<file path="src/rtl/assert_macros.svh">
// ----------------------------------------------------------------------------
// Assertion macros
// Shared wrappers for the concurrent checks on clk_i under rst_ni.
// ----------------------------------------------------------------------------
`ifndef ASSERT_MACROS_SVH
`define ASSERT_MACROS_SVH

// Antecedent and consequent are checked in the same cycle.
`define BBC_ASSERT_SAME(lbl, ante, cons, msg) \
  lbl: assert property (@(posedge clk_i) disable iff (!rst_ni) (ante) |-> (cons)) \
    else $error(msg);

// The consequent is checked in the cycle after the antecedent.
`define BBC_ASSERT_NEXT(lbl, ante, cons, msg) \
  lbl: assert property (@(posedge clk_i) disable iff (!rst_ni) (ante) |=> (cons)) \
    else $error(msg);

`endif

</file>
<file path="src/rtl/bbc_pkg.sv">
// ----------------------------------------------------------------------------
// bbc_pkg
// Types, character codes and status codes of the bracket balance checker.
// ----------------------------------------------------------------------------
package bbc_pkg;

  localparam int unsigned StackDepthDefault = 64;
  localparam int unsigned QueueDepth        = 2;

  localparam logic [7:0] ChRoundOpen   = 8'h28;  // (
  localparam logic [7:0] ChRoundClose  = 8'h29;  // )
  localparam logic [7:0] ChSquareOpen  = 8'h5B;  // [
  localparam logic [7:0] ChSquareClose = 8'h5D;  // ]
  localparam logic [7:0] ChCurlyOpen   = 8'h7B;  // {
  localparam logic [7:0] ChCurlyClose  = 8'h7D;  // }

  typedef enum logic [1:0] {
    KIND_ROUND  = 2'd0,
    KIND_CURLY  = 2'd1,
    KIND_SQUARE = 2'd2
  } kind_e;

  typedef enum logic [1:0] {
    OP_NONE = 2'd0,
    OP_PUSH = 2'd1,
    OP_POP  = 2'd2
  } op_e;

  typedef enum logic [1:0] {
    ST_BALANCED = 2'd0,
    ST_MISMATCH = 2'd1,
    ST_UNCLOSED = 2'd2,
    ST_OVERFLOW = 2'd3
  } status_e;

  // One classified character as it travels from the front to the back end.
  typedef struct packed {
    op_e   op;
    kind_e kind;
    logic  last;
  } item_t;

endpackage

</file>
<file path="src/rtl/bbc_front.sv">
// ----------------------------------------------------------------------------
// bbc_front
// Classifies an incoming byte into push, pop or no operation.
// ----------------------------------------------------------------------------
module bbc_front (
  input  logic [7:0]     char_byte_i,
  input  logic           char_valid_i,
  input  logic           last_char_i,
  output bbc_pkg::item_t item_o
);

  // Only a byte that holds a character can push or pop; every other byte,
  // and an end-only transaction, passes as no operation.
  always_comb begin
    item_o.op   = bbc_pkg::OP_NONE;
    item_o.kind = bbc_pkg::KIND_ROUND;
    item_o.last = last_char_i;
    if (char_valid_i) begin
      unique case (char_byte_i)
        bbc_pkg::ChRoundOpen: begin
          item_o.op   = bbc_pkg::OP_PUSH;
          item_o.kind = bbc_pkg::KIND_ROUND;
        end
        bbc_pkg::ChCurlyOpen: begin
          item_o.op   = bbc_pkg::OP_PUSH;
          item_o.kind = bbc_pkg::KIND_CURLY;
        end
        bbc_pkg::ChSquareOpen: begin
          item_o.op   = bbc_pkg::OP_PUSH;
          item_o.kind = bbc_pkg::KIND_SQUARE;
        end
        bbc_pkg::ChRoundClose: begin
          item_o.op   = bbc_pkg::OP_POP;
          item_o.kind = bbc_pkg::KIND_ROUND;
        end
        bbc_pkg::ChCurlyClose: begin
          item_o.op   = bbc_pkg::OP_POP;
          item_o.kind = bbc_pkg::KIND_CURLY;
        end
        bbc_pkg::ChSquareClose: begin
          item_o.op   = bbc_pkg::OP_POP;
          item_o.kind = bbc_pkg::KIND_SQUARE;
        end
        default: begin
        end
      endcase
    end
  end

endmodule

</file>
<file path="src/rtl/bbc_queue.sv">
// ----------------------------------------------------------------------------
// bbc_queue
// Short first-in first-out queue between the front and the back end.
// ----------------------------------------------------------------------------
module bbc_queue (
  input  logic           clk_i,
  input  logic           rst_ni,
  input  logic           wr_en_i,
  input  bbc_pkg::item_t wr_item_i,
  output logic           full_o,
  input  logic           rd_en_i,
  output logic           rd_valid_o,
  output bbc_pkg::item_t rd_item_o
);

  localparam int unsigned PtrW = (bbc_pkg::QueueDepth > 1) ? $clog2(bbc_pkg::QueueDepth) : 1;
  localparam int unsigned CntW = $clog2(bbc_pkg::QueueDepth + 1);

  bbc_pkg::item_t slot_q [bbc_pkg::QueueDepth];
  logic [PtrW-1:0] wr_ptr_q, wr_ptr_d;
  logic [PtrW-1:0] rd_ptr_q, rd_ptr_d;
  logic [CntW-1:0] fill_q, fill_d;

  function automatic logic [PtrW-1:0] ptr_inc(input logic [PtrW-1:0] p);
    logic [PtrW-1:0] r;
    if (p == PtrW'(bbc_pkg::QueueDepth - 1)) begin
      r = '0;
    end else begin
      r = p + PtrW'(1);
    end
    return r;
  endfunction

  assign full_o     = (fill_q == CntW'(bbc_pkg::QueueDepth));
  assign rd_valid_o = (fill_q != '0);
  assign rd_item_o  = slot_q[rd_ptr_q];

  always_comb begin
    wr_ptr_d = wr_en_i ? ptr_inc(wr_ptr_q) : wr_ptr_q;
    rd_ptr_d = rd_en_i ? ptr_inc(rd_ptr_q) : rd_ptr_q;
    fill_d   = fill_q;
    if (wr_en_i && !rd_en_i) begin
      fill_d = fill_q + CntW'(1);
    end else if (!wr_en_i && rd_en_i) begin
      fill_d = fill_q - CntW'(1);
    end
  end

  always_ff @(posedge clk_i or negedge rst_ni) begin
    if (!rst_ni) begin
      wr_ptr_q <= '0;
      rd_ptr_q <= '0;
      fill_q   <= '0;
    end else begin
      wr_ptr_q <= wr_ptr_d;
      rd_ptr_q <= rd_ptr_d;
      fill_q   <= fill_d;
    end
  end

  always_ff @(posedge clk_i) begin
    if (wr_en_i) begin
      slot_q[wr_ptr_q] <= wr_item_i;
    end
  end

endmodule

</file>
<file path="src/rtl/bbc_exec.sv">
// ----------------------------------------------------------------------------
// bbc_exec
// Back end: runs push and pop on the opener stack and issues the status.
// ----------------------------------------------------------------------------
module bbc_exec #(
  parameter int unsigned STACK_DEPTH = bbc_pkg::StackDepthDefault
) (
  input  logic           clk_i,
  input  logic           rst_ni,
  input  logic           item_valid_i,
  input  bbc_pkg::item_t item_i,
  output logic           item_take_o,
  output logic           res_valid_o,
  input  logic           res_ready_i,
  output logic [1:0]     status_o,
  output logic           balanced_o
);

  localparam int unsigned CntW  = $clog2(STACK_DEPTH + 1);
  localparam int unsigned AddrW = $clog2(STACK_DEPTH);

  // The top entry lives in top_q; the memory holds the entries below it,
  // and below_q holds the entry right under the top for the next pop.
  logic [1:0]       stack_mem [STACK_DEPTH];
  logic [CntW-1:0]  cnt_q, cnt_d;
  bbc_pkg::kind_e   top_q, top_d;
  logic [1:0]       below_q;
  logic             fail_q, fail_d;
  bbc_pkg::status_e cause_q, cause_d;
  logic             res_valid_q;
  bbc_pkg::status_e res_status_q;
  bbc_pkg::status_e status_now;
  logic             wr_en;
  logic [AddrW-1:0] wr_addr;
  logic [CntW-1:0]  rd_cnt;
  logic [AddrW-1:0] rd_addr;
  logic [CntW-1:0]  wr_cnt;

  // A last item waits while an earlier status has not been taken.
  assign item_take_o = item_valid_i && !(item_i.last && res_valid_q && !res_ready_i);

  always_comb begin
    cnt_d   = cnt_q;
    top_d   = top_q;
    fail_d  = fail_q;
    cause_d = cause_q;
    wr_en   = 1'b0;
    if (item_take_o && !fail_q) begin
      unique case (item_i.op)
        bbc_pkg::OP_PUSH: begin
          if (cnt_q == CntW'(STACK_DEPTH)) begin
            fail_d  = 1'b1;
            cause_d = bbc_pkg::ST_OVERFLOW;
          end else begin
            wr_en = (cnt_q != '0);
            top_d = item_i.kind;
            cnt_d = cnt_q + CntW'(1);
          end
        end
        bbc_pkg::OP_POP: begin
          if (cnt_q != '0 && top_q == item_i.kind) begin
            cnt_d = cnt_q - CntW'(1);
            top_d = bbc_pkg::kind_e'(below_q);
          end else begin
            fail_d  = 1'b1;
            cause_d = bbc_pkg::ST_MISMATCH;
          end
        end
        default: begin
        end
      endcase
    end

    if (fail_d) begin
      status_now = cause_d;
    end else if (cnt_d != '0) begin
      status_now = bbc_pkg::ST_UNCLOSED;
    end else begin
      status_now = bbc_pkg::ST_BALANCED;
    end

    if (item_take_o && item_i.last) begin
      cnt_d   = '0;
      fail_d  = 1'b0;
      cause_d = bbc_pkg::ST_BALANCED;
    end
  end

  assign wr_cnt  = cnt_q - CntW'(1);
  assign wr_addr = wr_cnt[AddrW-1:0];
  assign rd_cnt  = cnt_d - CntW'(2);
  assign rd_addr = rd_cnt[AddrW-1:0];

  always_ff @(posedge clk_i) begin
    if (wr_en) begin
      stack_mem[wr_addr] <= top_q;
    end
  end

  // Read the entry under the next top; a spill to the same place this
  // cycle is forwarded.
  always_ff @(posedge clk_i) begin
    if (wr_en && wr_addr == rd_addr) begin
      below_q <= top_q;
    end else begin
      below_q <= stack_mem[rd_addr];
    end
  end

  always_ff @(posedge clk_i or negedge rst_ni) begin
    if (!rst_ni) begin
      cnt_q        <= '0;
      top_q        <= bbc_pkg::KIND_ROUND;
      fail_q       <= 1'b0;
      cause_q      <= bbc_pkg::ST_BALANCED;
      res_valid_q  <= 1'b0;
      res_status_q <= bbc_pkg::ST_BALANCED;
    end else begin
      cnt_q   <= cnt_d;
      top_q   <= top_d;
      fail_q  <= fail_d;
      cause_q <= cause_d;
      if (item_take_o && item_i.last) begin
        res_valid_q  <= 1'b1;
        res_status_q <= status_now;
      end else if (res_ready_i) begin
        res_valid_q <= 1'b0;
      end
    end
  end

  assign res_valid_o = res_valid_q;
  assign status_o    = res_status_q;
  assign balanced_o  = (res_status_q == bbc_pkg::ST_BALANCED);

endmodule

</file>
<file path="src/rtl/bracket_balance_checker_core.sv">
// ----------------------------------------------------------------------------
// bracket_balance_checker_core
// Streaming checker for balanced round, curly and square brackets.
// ----------------------------------------------------------------------------
// The block takes one byte per cycle, unless stalled as described below, and
// gives one status transaction at the end of each string. Without a stall it
// sustains one input transaction per clock cycle: a push or pop touches only
// the top of stack, which sits in a register, while the entry below it is
// prefetched from the stack memory into a register ahead of the next pop. The
// last byte reaches its status through the front queue, then the stack update
// and the status register, which are written at the same edge. Input is
// stalled only when the status register still holds an unread result and a
// further string end reaches the stack unit; the two-entry queue then absorbs the input until it fills.
// The stack memory needs no clearing pass, since entries above the count are
// never used. After reset the block is ready at once.
// ----------------------------------------------------------------------------
`include "assert_macros.svh"

module bracket_balance_checker_core #(
  parameter int unsigned STACK_DEPTH = bbc_pkg::StackDepthDefault
) (
  input  logic       clk_i,
  input  logic       rst_ni,
  // Input stream
  input  logic       s_axis_tvalid,
  output logic       s_axis_tready,
  input  logic [7:0] s_axis_tdata,   // [7:0] char_byte
  input  logic       s_axis_tuser,   // [0] char_valid
  input  logic       s_axis_tlast,   // last_char
  // Status stream
  output logic       m_axis_tvalid,
  input  logic       m_axis_tready,
  output logic [7:0] m_axis_tdata    // [1:0] status, [2] balanced, [7:3] zero
);

  bbc_pkg::item_t front_item;
  bbc_pkg::item_t q_item;
  logic           q_full;
  logic           q_wr;
  logic           q_valid;
  logic           q_take;
  logic [1:0]     status;
  logic           balanced;
  logic           res_hold;
  logic           res_take;
  logic           q_end;
  logic           bal_ok;

  // Front end: classify the byte.
  bbc_front u_front (
    .char_byte_i  (s_axis_tdata),
    .char_valid_i (s_axis_tuser),
    .last_char_i  (s_axis_tlast),
    .item_o       (front_item)
  );

  assign s_axis_tready = !q_full;
  assign q_wr          = s_axis_tvalid && s_axis_tready;

  bbc_queue u_queue (
    .clk_i      (clk_i),
    .rst_ni     (rst_ni),
    .wr_en_i    (q_wr),
    .wr_item_i  (front_item),
    .full_o     (q_full),
    .rd_en_i    (q_take),
    .rd_valid_o (q_valid),
    .rd_item_o  (q_item)
  );

  // Back end: stack and status register.
  bbc_exec #(
    .STACK_DEPTH (STACK_DEPTH)
  ) u_exec (
    .clk_i        (clk_i),
    .rst_ni       (rst_ni),
    .item_valid_i (q_valid),
    .item_i       (q_item),
    .item_take_o  (q_take),
    .res_valid_o  (m_axis_tvalid),
    .res_ready_i  (m_axis_tready),
    .status_o     (status),
    .balanced_o   (balanced)
  );

  assign m_axis_tdata = {5'b0, balanced, status};

  // Terms used by the checks below.
  assign res_hold = m_axis_tvalid && !m_axis_tready;
  assign res_take = m_axis_tvalid && m_axis_tready;
  assign q_end    = q_valid && q_item.last;
  assign bal_ok   = (balanced == (status == bbc_pkg::ST_BALANCED));

  // A new string end must not overwrite a status that is still waiting.
  `BBC_ASSERT_SAME(a_no_status_overwrite, res_hold && q_end, !q_take, "status overwritten")
  // The balanced flag follows the status code.
  `BBC_ASSERT_SAME(a_balanced_matches, m_axis_tvalid, bal_ok, "balanced flag disagrees")
  // A taken status with no new string end leaves the output empty.
  `BBC_ASSERT_NEXT(a_status_drains, res_take && !(q_take && q_end), !m_axis_tvalid, "status repeated")

endmodule

</file>
<file path="config.mk">
export PLATFORM = sky130hd
export DESIGN_NAME = bracket_balance_checker_core
export DESIGN_NICKNAME = d
export VERILOG_FILES = /design/src/rtl/bbc_pkg.sv /design/src/rtl/bbc_front.sv /design/src/rtl/bbc_queue.sv /design/src/rtl/bbc_exec.sv /design/src/rtl/bracket_balance_checker_core.sv
export VERILOG_INCLUDE_DIRS = /design/src /design/src/rtl
export SDC_FILE = /design/constraint.sdc
export NUM_CORES = 1
export LEC_CHECK = 0
export ABC_AREA = 0
export BUFFER_PORTS_ARGS = -buffer_cell sky130_fd_sc_hd__buf_2
export CAP_MARGIN = 20
export CORE_UTILIZATION = 50
export CTS_BUF_LIST = sky130_fd_sc_hd__clkbuf_16
export DETAILED_ROUTE_END_ITERATION = 10
export PLACE_DENSITY = 0.72
export SLEW_MARGIN = 40
export SYNTH_ARGS = -nofsm -noshare
export SYNTH_HDL_FRONTEND = slang
export SYNTH_HIERARCHICAL = 1
export SYNTH_SLANG_ARGS = --single-unit
</file>
<file path="constraint.sdc">
create_clock -name clk_i -period 3.1 [get_ports clk_i]
set_input_delay 0.465 -clock clk_i [delete_from_list [all_inputs] [get_ports clk_i]]
set_output_delay 0.465 -clock clk_i [all_outputs]
set_load 0.02 [all_outputs]
</file>
======== Word-level counts from Yosys, hierarchy flattened ========
Memory sizes are Yosys's and may differ from the RTL's. A register that Yosys moved wholly into a read port is not among the register bits.
Cells that the tools add are included.
cells by class
  $add $sub $neg .......................... 7
  multipliers ............................. 0
  div/mod/pow operators ................... 0
  magnitude comparators ................... 0
  equality and inequality tests ........... 13
  shifts and indexed selects .............. 0
  mux-type cells .......................... 35
  bitwise operators ....................... 0
  reductions and logical operators ........ 23
operator list
  cell                                                                 count
  8-bit by 7-bit == test with 1-bit output (second input constant)     4
  7-bit 2-to-1 mux                                                     4
  4-bit one-hot mux with 6 select lines                                1
  2-bit 2-to-1 mux                                                     10
  8-bit by 6-bit == test with 1-bit output (second input constant)     2
  1-bit 2-to-1 mux                                                     15
  7-bit one-hot mux with 2 select lines                                1
  7-bit nonzero test                                                   2
  1-bit logical AND                                                    9
  2-bit one-hot mux with 2 select lines                                2
  2-bit nonzero test                                                   4
  7-bit by 1-bit adder with 7-bit output (second input constant)       1
  7-bit == test (second input constant)                                1
  7-bit by 1-bit subtractor with 7-bit output (second input constant)  1
  1-bit logical NOT                                                    6
  6-bit by 2-bit subtractor with 6-bit output (second input constant)  1
  2-bit == test (second input constant)                                2
  4-bit 2-to-1 mux                                                     1
  4-bit AND reduction                                                  1
  1-bit adder (second input constant)                                  2
  2-bit by 1-bit adder with 2-bit output (second input constant)       1
  2-bit by 1-bit == test with 1-bit output (second input constant)     1
  2-bit == test                                                        1
  2-bit logical NOT                                                    1
  4 further kinds                                                      4
storage, ports and cells
  bits in registers ....................... 19
  bits in latches ......................... 0
  bits in writable memories ............... 138
  ROM bits ................................ 0
  output and inout port bits .............. 10
  logic and storage cells ................. 89
  memories kept ........................... 2
memories
  memory            depth  bits a word  rd ports  clocked after Yosys merged registers in  wr ports  RTL line         source
  u_exec.stack_mem  64     2            1         1                                        1         bbc_exec.sv:24   logic [1:0] stack_mem [STACK_DEPTH];
  u_queue.slot_q    2      5            1         0                                        1         bbc_queue.sv:19  bbc_pkg::item_t slot_q [bbc_pkg::QueueDepth];

======== Depth between registers and ports, before layout ========
Gate-level depths: netlist of the first run.
An unclocked memory read counts as a cell.
  depth after elaboration ................. 10
  gate-level depth with buffers ........... 14

======== Hierarchy ========
The synthesis of the first run kept the hierarchy.
by module, submodules not included
  module                        times used  cells an instance  area an instance (µm²)  sequential area each (µm²)
  bbc_exec                      1           509                6,910.4                 4,339.2
  bbc_queue                     1           32                 559.3                   400.4
  bbc_front                     1           16                 112.6                   0.0
  bracket_balance_checker_core  1           9                  58.8                    0.0

======== Worst setup path before layout of the first run ========
OpenSTA, ideal clock, no wires.
  path kind ............................... flip-flop to flip-flop
  from .................................... register u_queue.rd_ptr_q
  to ...................................... register with a tool-made name
  library setup time ...................... 0.125 ns
  data arrival time ....................... 2.869 ns
  path slack .............................. 0.106 ns
  cell stages (with the launch flop) ...... 14
  path buffers ............................ 2
  period minus slack after synthesis ...... 2.994 ns
  path through ............................ dfrtp_1 > buf_6 > mux2_2 > ha_1 > nor3b_2 > nand2_1 > clkbuf_1 > or3_1 > a21oi_1 > or2_2 > ha_1 > o31ai_1 > nor4b_1 > nor3_1
RTL lines
  element                   RTL line         source
  start: declaration        bbc_queue.sv:21  logic [PtrW-1:0] rd_ptr_q, rd_ptr_d;
  start signal: assignment  bbc_queue.sv:56  rd_ptr_q <= rd_ptr_d;

==> impl_results.md, run 1 <==
- Pleak: 3.01 nW
- Complex-gate fraction of the synthesized area: 7.84%
- Mapped Cells: 566
- Core Area: 14700 um^2
- Initial antenna violation count: 0
- Syn Area/Cell: 13.5 um^2
- Post-synthesis register bit count: between 150 and 200
- Die Wd: 126 um
- Worst setup EP type: register
- Failing checks: DRC
- Async SR Flop Fraction: 11.7%
- DR WL/cell: 20.4 um
- Post-synthesis simple-gate area fraction: 12.8%
- Critical-path cell list: mux2_2, inv_1, ha_1, nor3b_2, and2_1, nand3_1, o311a_1, or2_2, ha_2, o31ai_1, nor4b_2, nor3_1
- Main synth FF type: edfxtp_1
- First drt pass iteration count: 9
- PD cells: 880 nW/um^2
- Status: finished with violations
- Clock Skews: 0.00832 ns
- CP bufs+invs: 1
- Mux cell area share after synthesis: 11.3%
- CP delay by family, top: simple AND/OR/NAND/NOR gates
- Ys Warns: 6
- Inserted Diodes: 0
- CTS buffer count: 17
- Sink Count: roughly 160
- Max-cap violation count: 0
- Worst Max-Slew Pin Slew: 0.798 ns
- Area share of fa/ha/maj cells after synthesis: 0.982%
- Period utilization: 94.2%
- Post-Syn Area: about 7600 um^2
- Largest net degree at the start of global routing: 66
- Worst setup SP type: register
- DR vias: ~5000
- CP max stage cell: dfrtp_2
- CTS tree: done
- Xor/xnor cell area share of the yosys netlist: 1.38%
- Fin util: about three fifths
- Via density per instance: 6.09
- DRC viols: 1
- WP data arrival: 3.25 ns
- Setup ws final: roughly 0.18 ns
- Total GRT Usage: 22.1%
- Number of nets in the layout: 625
- Worst Path Max Fanout: 5
- Clock-pin slew on the worst setup and hold paths: 0.06 ns
- CTS max path bufs: 2
- # rows: 44
- Sequential share of the synthesized area: a little over 60%
- Antenna viol nets, final: 0
- Synth-to-layout area growth: 13.0%
- Minimum clock period: 2.92 ns
- CTS root buffer: clkbuf_16
- Starting Density: just over 50%
- Post-synth EDFFs: 138
- Die ar.: 15800 um^2
- Buffers added on ports: 18
- Fmax: roughly 0.34 GHz
- Yosys cell types: 70
- Critical Path RT: 3.43 ns
- Routed wire length: 16.3 mm
- TNS Setup: 0 ns
- Max-slew headroom: about 47%
- DP HPWL: ~11 mm
- Clock Latency Late Sink: 0.42 ns
- 1st-iter DRT viols: 534
- WS Path Type: register to register
- Global-route wire length before repair: 25.9 mm
- Die H: 126 um
- Final Max Tran Viols: 0
- Worst Hold Class: primary input to register
- Place WS: 0.0202 ns
- Vias in the first global route: slightly below 5000
- Routability cong.: 0.894
- IO Pins: 24
- Peak supply drop: about 690 uV
- Gr ovfl total: 0
- Largest family of logic cells by synthesized area: simple AND/OR/NAND/NOR gates
- Slowest cell delay on critical path: roughly 0.4 ns
- Htree depth: 4
- Layout cells sized above 1: 23.2%
- Final setup violating endpoints: 0
- RSZ-0062 raised after global routing: false
- Fin. Hold Viols: 0
==> flip-flops by register name (all words and copies together) (netlist names), named ones only <==
name and cells:
u_queue/wr_ptr_q 1, u_queue/rd_ptr_q 1, u_exec/cnt_q 7, u_exec/fail_q 1
u_queue/fill_q 2, u_exec/status_o 2, u_exec/top_q 2, u_queue/slot_q 10
u_exec/stack_mem 128, u_exec/res_valid_o 1, u_exec/cause_q 2
==> cell usage after synthesis, drive strengths merged, types with 4 or more instances <==
| library cell | count | area share [%] |
|---|---|---|
| a211oi | 10 | 0.98 |
| a21oi | 11 | 0.77 |
| a31oi | 12 | 0.98 |
| and2 | 5 | 0.41 |
| buf | 24 | 2.3 |
| clkbuf | 10 | 0.49 |
| dfrtp | 19 | 6.2 |
| dfxtp | 6 | 1.6 |
| edfxtp | 138 | 54 |
| ha | 6 | 0.98 |
| inv | 15 | 0.74 |
| mux2 | 13 | 1.9 |
| mux2i | 13 | 1.7 |
| mux4 | 26 | 7.7 |
| nand2 | 25 | 1.2 |
| nand2b | 7 | 0.57 |
| nand3 | 24 | 1.6 |
| nand4 | 5 | 0.41 |
| nor2 | 89 | 4.4 |
| nor2b | 9 | 0.74 |
| nor3 | 6 | 0.39 |
| o21ai | 11 | 0.77 |
| o22ai | 8 | 0.66 |
| o31ai | 4 | 0.39 |
| or2 | 4 | 0.33 |
| or3 | 6 | 0.56 |
| xnor2 | 6 | 0.69 |
| xor2 | 6 | 0.69 |
==> final cells by class <==
type | count | area (um^2)
Clock buffer | 17 | 425
Clock inverter | 14 | 178
Fill cell | 1126 | 6060
Inverter | 15 | 56.3
Multi-Input combinational cell | 357 | 2660
Sequential cell | 163 | 4740
Tap cell | 184 | 230
Timing Repair Buffer | 51 | 340
==> path summary, 6_finish.rpt <==
path                             startpoint              endpoint  slack [ns]  cells after the start
setup / recovery           u_queue/rd_ptr_q              register        0.18                     12
hold / removal                 s_axis_tlast  u_queue/slot_q[1][0]        0.23                      1
setup reg to reg           u_queue/rd_ptr_q              register        0.18                     12
hold reg to reg            u_queue/wr_ptr_q      u_queue/wr_ptr_q        0.48                      1
max in group asynchronous            rst_ni      u_queue/rd_ptr_q        2.24                      2
min in group asynchronous            rst_ni    u_exec/res_valid_o        0.52                      2
==> power breakdown <==
group / switching (W) / internal (W)
clock network: 0.000849 / 0.00127
logic: 0.00150 / 0.000992
registers: 0.000204 / 0.00278
total: 0.00255 / 0.00505
==> routing by layer <==
layer / share of wire [%] / track usage (%)
met1: 41 / 28.8
met2: 50 / 36.4
met3: 6.4 / 5.23
met4: 1.9 / 7.75
met5: 0 / 0
==> worst register-to-register path, delay by kind of cell (launching register included) <==
family | cells | cell delay [ns]
and+or+nand+nor | 6 | 1.13
adders and majority gates | 2 | 0.44
DFF | 1 | 0.40
buffers and inverters | 1 | 0.06
AOI/OAI and AO/OA | 2 | 0.43
muxes | 1 | 0.36
==> stage by stage <==
stage / instances / hold slack [ns] / total power (W) / instance area, um^2
global placement: 767 / 0.432 / 0.00538 / 7980
floorplan: 570 / 0.169 / 0.00468 / 7660
CTS: 799 / 0.218 / 0.00758 / 8600
global route: 801 / 0.221 / 0.00795 / 8640
finish: 801 / 0.232 / 0.00760 / 8640
detailed placement: 767 / 0.440 / 0.00545 / 7980
==> cell usage in the layout, fill, tap and decap left out, types with 4 or more instances in the layout <==
| cell | netlist | routed |
|---|---|---|
| buf_4 | 11 | 32 |
| nand2b_1 | 7 | 7 |
| inv_1 | 15 | 15 |
| edfxtp_1 | 138 | 138 |
| and2_1 | 5 | 5 |
| a211oi_1 | 10 | 10 |
| nor2_1 | 89 | 89 |
| dfxtp_1 | 6 | 5 |
| o22ai_1 | 8 | 8 |
| buf_2 | 7 | 18 |
| a21oi_1 | 10 | 10 |
| mux4_2 | 26 | 26 |
| dfrtp_1 | 19 | 18 |
| inv_6 | 0 | 4 |
| mux2i_1 | 13 | 13 |
| nand2_1 | 25 | 24 |
| nor2b_1 | 9 | 9 |
| nand4_1 | 5 | 5 |
| nand3_1 | 24 | 24 |
| clkbuf_16 | 0 | 17 |
| xor2_1 | 6 | 6 |
| mux2_2 | 13 | 13 |
| a31oi_1 | 12 | 12 |
| or3_1 | 5 | 4 |
| o21ai_0 | 10 | 10 |
| conb_1 | 1 | 5 |
| o31ai_1 | 4 | 4 |
| xnor2_1 | 6 | 6 |
| or2_2 | 4 | 4 |
| nor3_1 | 6 | 6 |
| ha_1 | 6 | 5 |
==> kinds of logic (layout without fill, tap and decap cells) <==
kind of cell | count (synthesis) | in the layout
and+or+nand+nor | 198 | 198
DFF | 163 | 163
AOI/OAI and AO/OA | 84 | 84
muxes | 52 | 52
buffers and inverters | 50 | 97
xor gates and xnor gates | 12 | 12
adders and majority gates | 6 | 6
other | 1 | 5
==> what timing repair did <==
item / 4_1_cts / 5_1_grt
resized for setup: 1 / 5
hold endpoints to repair: 19 / 0
setup buffers: 0 / 2
hold buffers: 1 / 0
pin swaps: 0 / 2
endpoints found under the setup margin: 1 / 1
(Power assumes the default switching activity.)
==> run 2: changes to the inputs <==
--- a/config.mk
+++ b/config.mk
@@ -12,7 +12,7 @@
 export CORE_UTILIZATION = 50
 export CTS_BUF_LIST = sky130_fd_sc_hd__clkbuf_16
 export DETAILED_ROUTE_END_ITERATION = 10
-export PLACE_DENSITY = 0.72
+export PLACE_DENSITY = 0.71
 export SLEW_MARGIN = 40
 export SYNTH_ARGS = -nofsm -noshare
 export SYNTH_HDL_FRONTEND = slang
==> impl_results.md, run 2 (synthesis results as in run 1) <==
- Total GRT Usage: 22.4%
- DR WL/cell: 20.2 um
- Minimum clock period: 2.94 ns
- Routability cong.: approximately 0.93
- Die Wd: ~130 um
- Via density per instance: 5.96
- Reg with most FFs: u_exec/stack_mem
- Starting Density: 52.0%
- Largest registers: u_exec/stack_mem: 128 flops, u_queue/slot_q: 10 flops, u_exec/cnt_q: 7 flops
- Largest net degree at the start of global routing: 66
- Most frequent cells in the layout: edfxtp_1, nor2_1, buf_4
- Max-slew headroom: between 50% and 60%
- Sink Count: 163
- Worst r2r src: u_queue/rd_ptr_q
- Worst setup SP type: register
- Hold EP: u_queue/slot_q[0][0]
- Fmax: 0.340 GHz
- Gr ovfl total: 0
- WS Path Type: register to register
- Layout cells sized above 1: approximately a quarter
- Hold depth: 1
- CTS tree: done
- Period utilization: 95.0%
- Vias in the first global route: 4959
- Final Max Tran Viols: 0
- Clock Skews: 0.00520 ns
- RSZ-0062 raised after global routing: false
- Final non-filler cell total: 809
- Pleak: between 3 and 4 nW
- Peak supply drop: 669 uV
- Die ar.: 15800 um^2
- Global-route wire length before repair: 26.2 mm
- # rows: 44
- Clock Latency Late Sink: 0.43 ns
- Routed wire length: 16.4 mm
- Antenna viol nets, final: 0
- Worst Max-Slew Pin Slew: between 0.7 and 0.8 ns
- DR vias: 4818
- Worst setup EP type: register
- DRC viols: 0
- Clock-pin slew on the worst setup and hold paths: 0.06 ns
- Buffers added on ports: 18
- Htree depth: 4
- CTS buffer count: 17
- Max-cap violation count: 0
- CTS root buffer: clkbuf_16
- 1st-iter DRT viols: 419
- Core Area: 14700 um^2
- Initial antenna violation count: 0
- Synth-to-layout area growth: 14.0%
- Inserted Diodes: 0
- WP data arrival: approximately 3.3 ns
- Die H: 126 um
- Worst Hold Launch: s_axis_tlast
- TNS Setup: 0 ns
- Critical Path RT: 3.40 ns
- Status: complete, no violations
- Commonest non-fill, non-tap cell in the layout: edfxtp_1
- Register-to-Register Setup Slack: 0.16 ns
- CTS max path bufs: 2
- Worst R2R Path Depth: 11
- Cell count after placement: approximately 770
- First drt pass iteration count: 5
- Fin. Hold Viols: 0
- IO Pins: 24
- Number of nets in the layout: 632
- DP HPWL: 11.1 mm
- PD cells: 891 nW/um^2
- Max reg flops: 128
- Worst Path Max Fanout: 6
- Worst Hold Class: primary input to register
- Final setup violating endpoints: 0
## run 2: worst max-delay path by stage
stage | to | depth (start not counted) | slack (ns) | start
finish | register | 11 | 0.16 | u_queue/rd_ptr_q
global placement | register | 12 | 0.12 | u_queue/rd_ptr_q
floorplan | register | 13 | 0.11 | u_queue/rd_ptr_q
CTS | register | 11 | 0.03 | u_queue/rd_ptr_q
detailed placement | register | 11 | 0.01 | u_queue/rd_ptr_q
global route | register | 13 | 0.007 | u_queue/rd_ptr_q
## run 2: where the power goes
| part | switching, W | internal [W] | leakage [nW] |
|---|---|---|---|
| Sequential | 0.000189 | 0.00278 | 1.52 |
| Clock | 0.000872 | 0.00135 | 0.302 |
| Combinational | 0.00151 | 0.00105 | 1.23 |
## run 2: critical path, cell delays in order (launching register included)
cell	delay, ns
dfrtp_2	0.39
mux2_2	0.35
ha_1	0.32
nor3b_4	0.23
nand2_2	0.13
or3_4	0.41
a21oi_1	0.14
or2_2	0.15
ha_2	0.20
o31ai_1	0.08
nor4b_1	0.32
nor3_1	0.10
## run 2: layout make-up
class	instances	area [um^2]
clock buffers	17	425
inverters	15	56.3
flip-flops and latches	163	4740
repair buffers	58	393
clock inverters	15	201
fillers	1149	5990
well taps	184	230
multi-input cells	357	2660
## run 2: stage by stage
step	total power (W)	instance area, um^2	worst slack (ns)	util (%)	hold WS, ns
floorplan	0.00468	7660	0.106	-	0.169
global placement	0.00541	8010	0.121	54.5	0.436
detailed placement	0.00547	8010	0.00983	54.5	0.440
CTS	0.00770	8650	0.0295	58.9	0.211
global route	0.00815	8710	0.00747	59.3	0.210
finish	0.00776	8710	0.155	59.3	0.223
## run 2: repair_timing
action | CTS | global route
hold endpoints to repair | 19 | 0
pin swaps | 0 | 2
resized for setup | 1 | 5
buffers inserted | 0 | 5
endpoints found under the setup margin | 1 | 1
hold buffers | 1 | 0
## run 2: routing by layer
layer,part of all wire (%),vias up,track usage [%]
li1,-,2241,-
met1,42,2390,28.0
met2,51,156,37.8
met3,4.9,31,5.01
met4,2.1,0,9.25
met5,0,-,0
==> run 3: changes to the inputs <==
--- a/config.mk
+++ b/config.mk
@@ -16,5 +16,4 @@
 export SLEW_MARGIN = 40
 export SYNTH_ARGS = -nofsm -noshare
 export SYNTH_HDL_FRONTEND = slang
-export SYNTH_HIERARCHICAL = 1
 export SYNTH_SLANG_ARGS = --single-unit
==> impl_results.md, run 3 <==
- Largest net degree at the start of global routing: 65
- Peak supply drop: about 640 uV
- Core Area: 14100 um^2
- Via density per instance: 5.98
- Routability cong.: 0.902
- Pwr Total: 0.00780 W
- IO Pins: 24
- CP bufs+invs: 1
- Max-slew headroom: a little over half
- Routed wire length: 15.4 mm
- Sequential share of the synthesized area: 64.4%
- Fin. Hold Viols: 0
- Largest registers: u_exec.stack_mem: 128 flops, u_queue.slot_q: 10 flops, u_exec.cnt_q: 7 flops
- Ys Warns: 0
- Max reg flops: ~130
- Post-synth EDFFs: about 140
- Die H: 123 um
- Clock Latency Late Sink: 0.43 ns
- Vias in the first global route: 4478
- Clock-pin slew on the worst setup and hold paths: approximately 0.06 ns
- Starting Density: 52.2%
- Global-route wire length before repair: approximately 25 mm
- Worst Path Max Fanout: 8
- CTS max path bufs: 2
- Layout cells sized above 1: 25.0%
- Slowest cell delay on critical path: 0.46 ns
- Pleak: between 2 and 3 nW
- CTS tree: done
- Post-synth top area share: 56.3%
- Critical Path RT: ~3.4 ns
- Main synth FF type: edfxtp_1
- Worst Hold Class: primary input to register
- Sink Count: ~160
- Clock Skews: about 0.0092 ns
- DRC viols: 0
- Reg with most FFs: u_exec.stack_mem
- First drt pass iteration count: 5
- Initial antenna violation count: 0
- Most frequent cells in the layout: edfxtp_1, nor2_1, mux4_2
- Synth-to-layout area growth: 13.2%
- Post-synth top area cell: edfxtp_1
- DR WL/cell: 20.8 um
- WS Path Type: register to register
- PD cells: about 940 nW/um^2
- Inserted Diodes: 0
- Yosys cell types: between 50 and 60
- Final non-filler cell total: roughly 740
- Die ar.: 15200 um^2
- WP data arrival: 3.21 ns
- Async SR Flop Fraction: 11.7%
- DP HPWL: slightly above 10 mm
- CP max stage cell: dfrtp_1
- Critical-path cell list: inv_1, ha_1, or3b_4, o41a_1, nand3_2, o221ai_1, a31oi_1, or2_2, ha_1, a31oi_1, a22o_1
- Die Wd: 123 um
- Count leader, synth: edfxtp_1
- Register-to-Register Setup Slack: 0.21 ns
- Total GRT Usage: 22.6%
- Final setup violating endpoints: 0
- Post-Syn Area: between 7000 and 8000 um^2
- Minimum clock period: between 2 and 3 ns
- Number of nets in the layout: between 500 and 600
- Htree depth: 4
- CTS root buffer: clkbuf_16
- Most frequent cells after synthesis: edfxtp_1, nor2_1, mux4_2
- Synth top area cells: edfxtp_1, mux4_2, dfrtp_1
- Fmax: 0.346 GHz
- CTS buffer count: 17
- Max-cap violation count: 0
- Antenna viol nets, final: 0
- Buffers added on ports: 18
- Mapped Cells: 508
- Worst setup SP type: register
- Worst setup EP type: register
- Final Max Tran Viols: 0
- Period utilization: 93.4%
- Gr ovfl total: 0
- Commonest non-fill, non-tap cell in the layout: edfxtp_1
- Status: complete, no violations
- Worst Max-Slew Pin Slew: 0.701 ns
- Syn Area/Cell: 14.5 um^2
- # rows: 43
- Cell count after placement: about 710
- Post-synthesis register bit count: approximately 160
- 1st-iter DRT viols: approximately 430
- CP delay by family, top: compound AO/OA/AOI/OAI gates
- DR vias: about 4400
## run 3: cell types whose count changed after synthesis, moves of 8 or more
cell / change
mux2_2: -13
nand3_1: -13
a211oi_1: -8
mux2i_1: -10
mux4_2: +14
## run 3: repair_timing
item | 4_1_cts | 5_1_grt
hold buffers | 1 | 0
setup buffers | 0 | 2
resized for setup | 0 | 7
hold endpoints to repair | 19 | 0
endpoints found under the setup margin | 0 | 51
## run 3: worst paths after layout
| check | from | to | depth (start not counted) |
|---|---|---|---|
| max | u_exec.cnt_q[0] | register | 11 |
| min | s_axis_tlast | u_queue.slot_q[1][0] | 1 |
| max reg2reg | u_exec.cnt_q[0] | register | 11 |
| min reg2reg | u_queue.wr_ptr_q | u_queue.wr_ptr_q | 1 |
| max in group asynchronous | rst_ni | u_queue.rd_ptr_q | 2 |
| min in group asynchronous | rst_ni | u_queue.wr_ptr_q | 2 |
## run 3: cell families after synthesis
| kind of cell | count (synthesis) | share of synthesized area [%] |
|---|---|---|
| buffers and inverters | 42 | 2.79 |
| adder cells (fa/ha/maj) | 6 | 1.02 |
| AND/OR/NAND/NOR | 176 | 10.9 |
| other | 1 | 0.0510 |
| AO/OA/AOI/OAI | 56 | 5.55 |
| multiplexers | 45 | 13.0 |
| flip-flops | 163 | 64.4 |
| XOR/XNOR | 19 | 2.26 |
## run 3: power by group
group / internal, W / switching, W / leakage, nW
combinational: 0.00113 / 0.00175 / 1.02
sequential: 0.00280 / 0.000195 / 1.53
clock: 0.00108 / 0.000861 / 0.283
## run 3: cell type report
cell class / instances / area, um^2
Clock inverter: 14 / 97.6
Clock buffer: 18 / 450
Timing Repair Buffer: 45 / 308
Tap cell: 180 / 225
Multi-Input combinational cell: 307 / 2450
Inverter: 14 / 52.6
Fill cell: 1090 / 5770
Sequential cell: 163 / 4740
## run 3: layer usage
metal	vias to the layer above	track usage, %	part of all wire (%)
li1	2002	-	-
met2	155	36.2	51
met3	13	6.13	5.9
met5	-	0	0
met1	2258	30.8	43
met4	0	5.65	0.79
## run 3: per-stage QoR
step                      utilization [%]  hold slack [ns]  worst slack (ns)   TNS, ns  instance area [um^2]
after floorplan                         -            0.169             0.237         0                  7370
after global placement               54.8            0.428             0.236         0                  7730
after detailed placement             54.8            0.435            0.0767         0                  7730
after CTS                            58.8            0.227            0.0441         0                  8290
after global routing                 59.1            0.225          -0.00175  -0.00175                  8330
final                                59.1            0.235             0.206         0                  8330
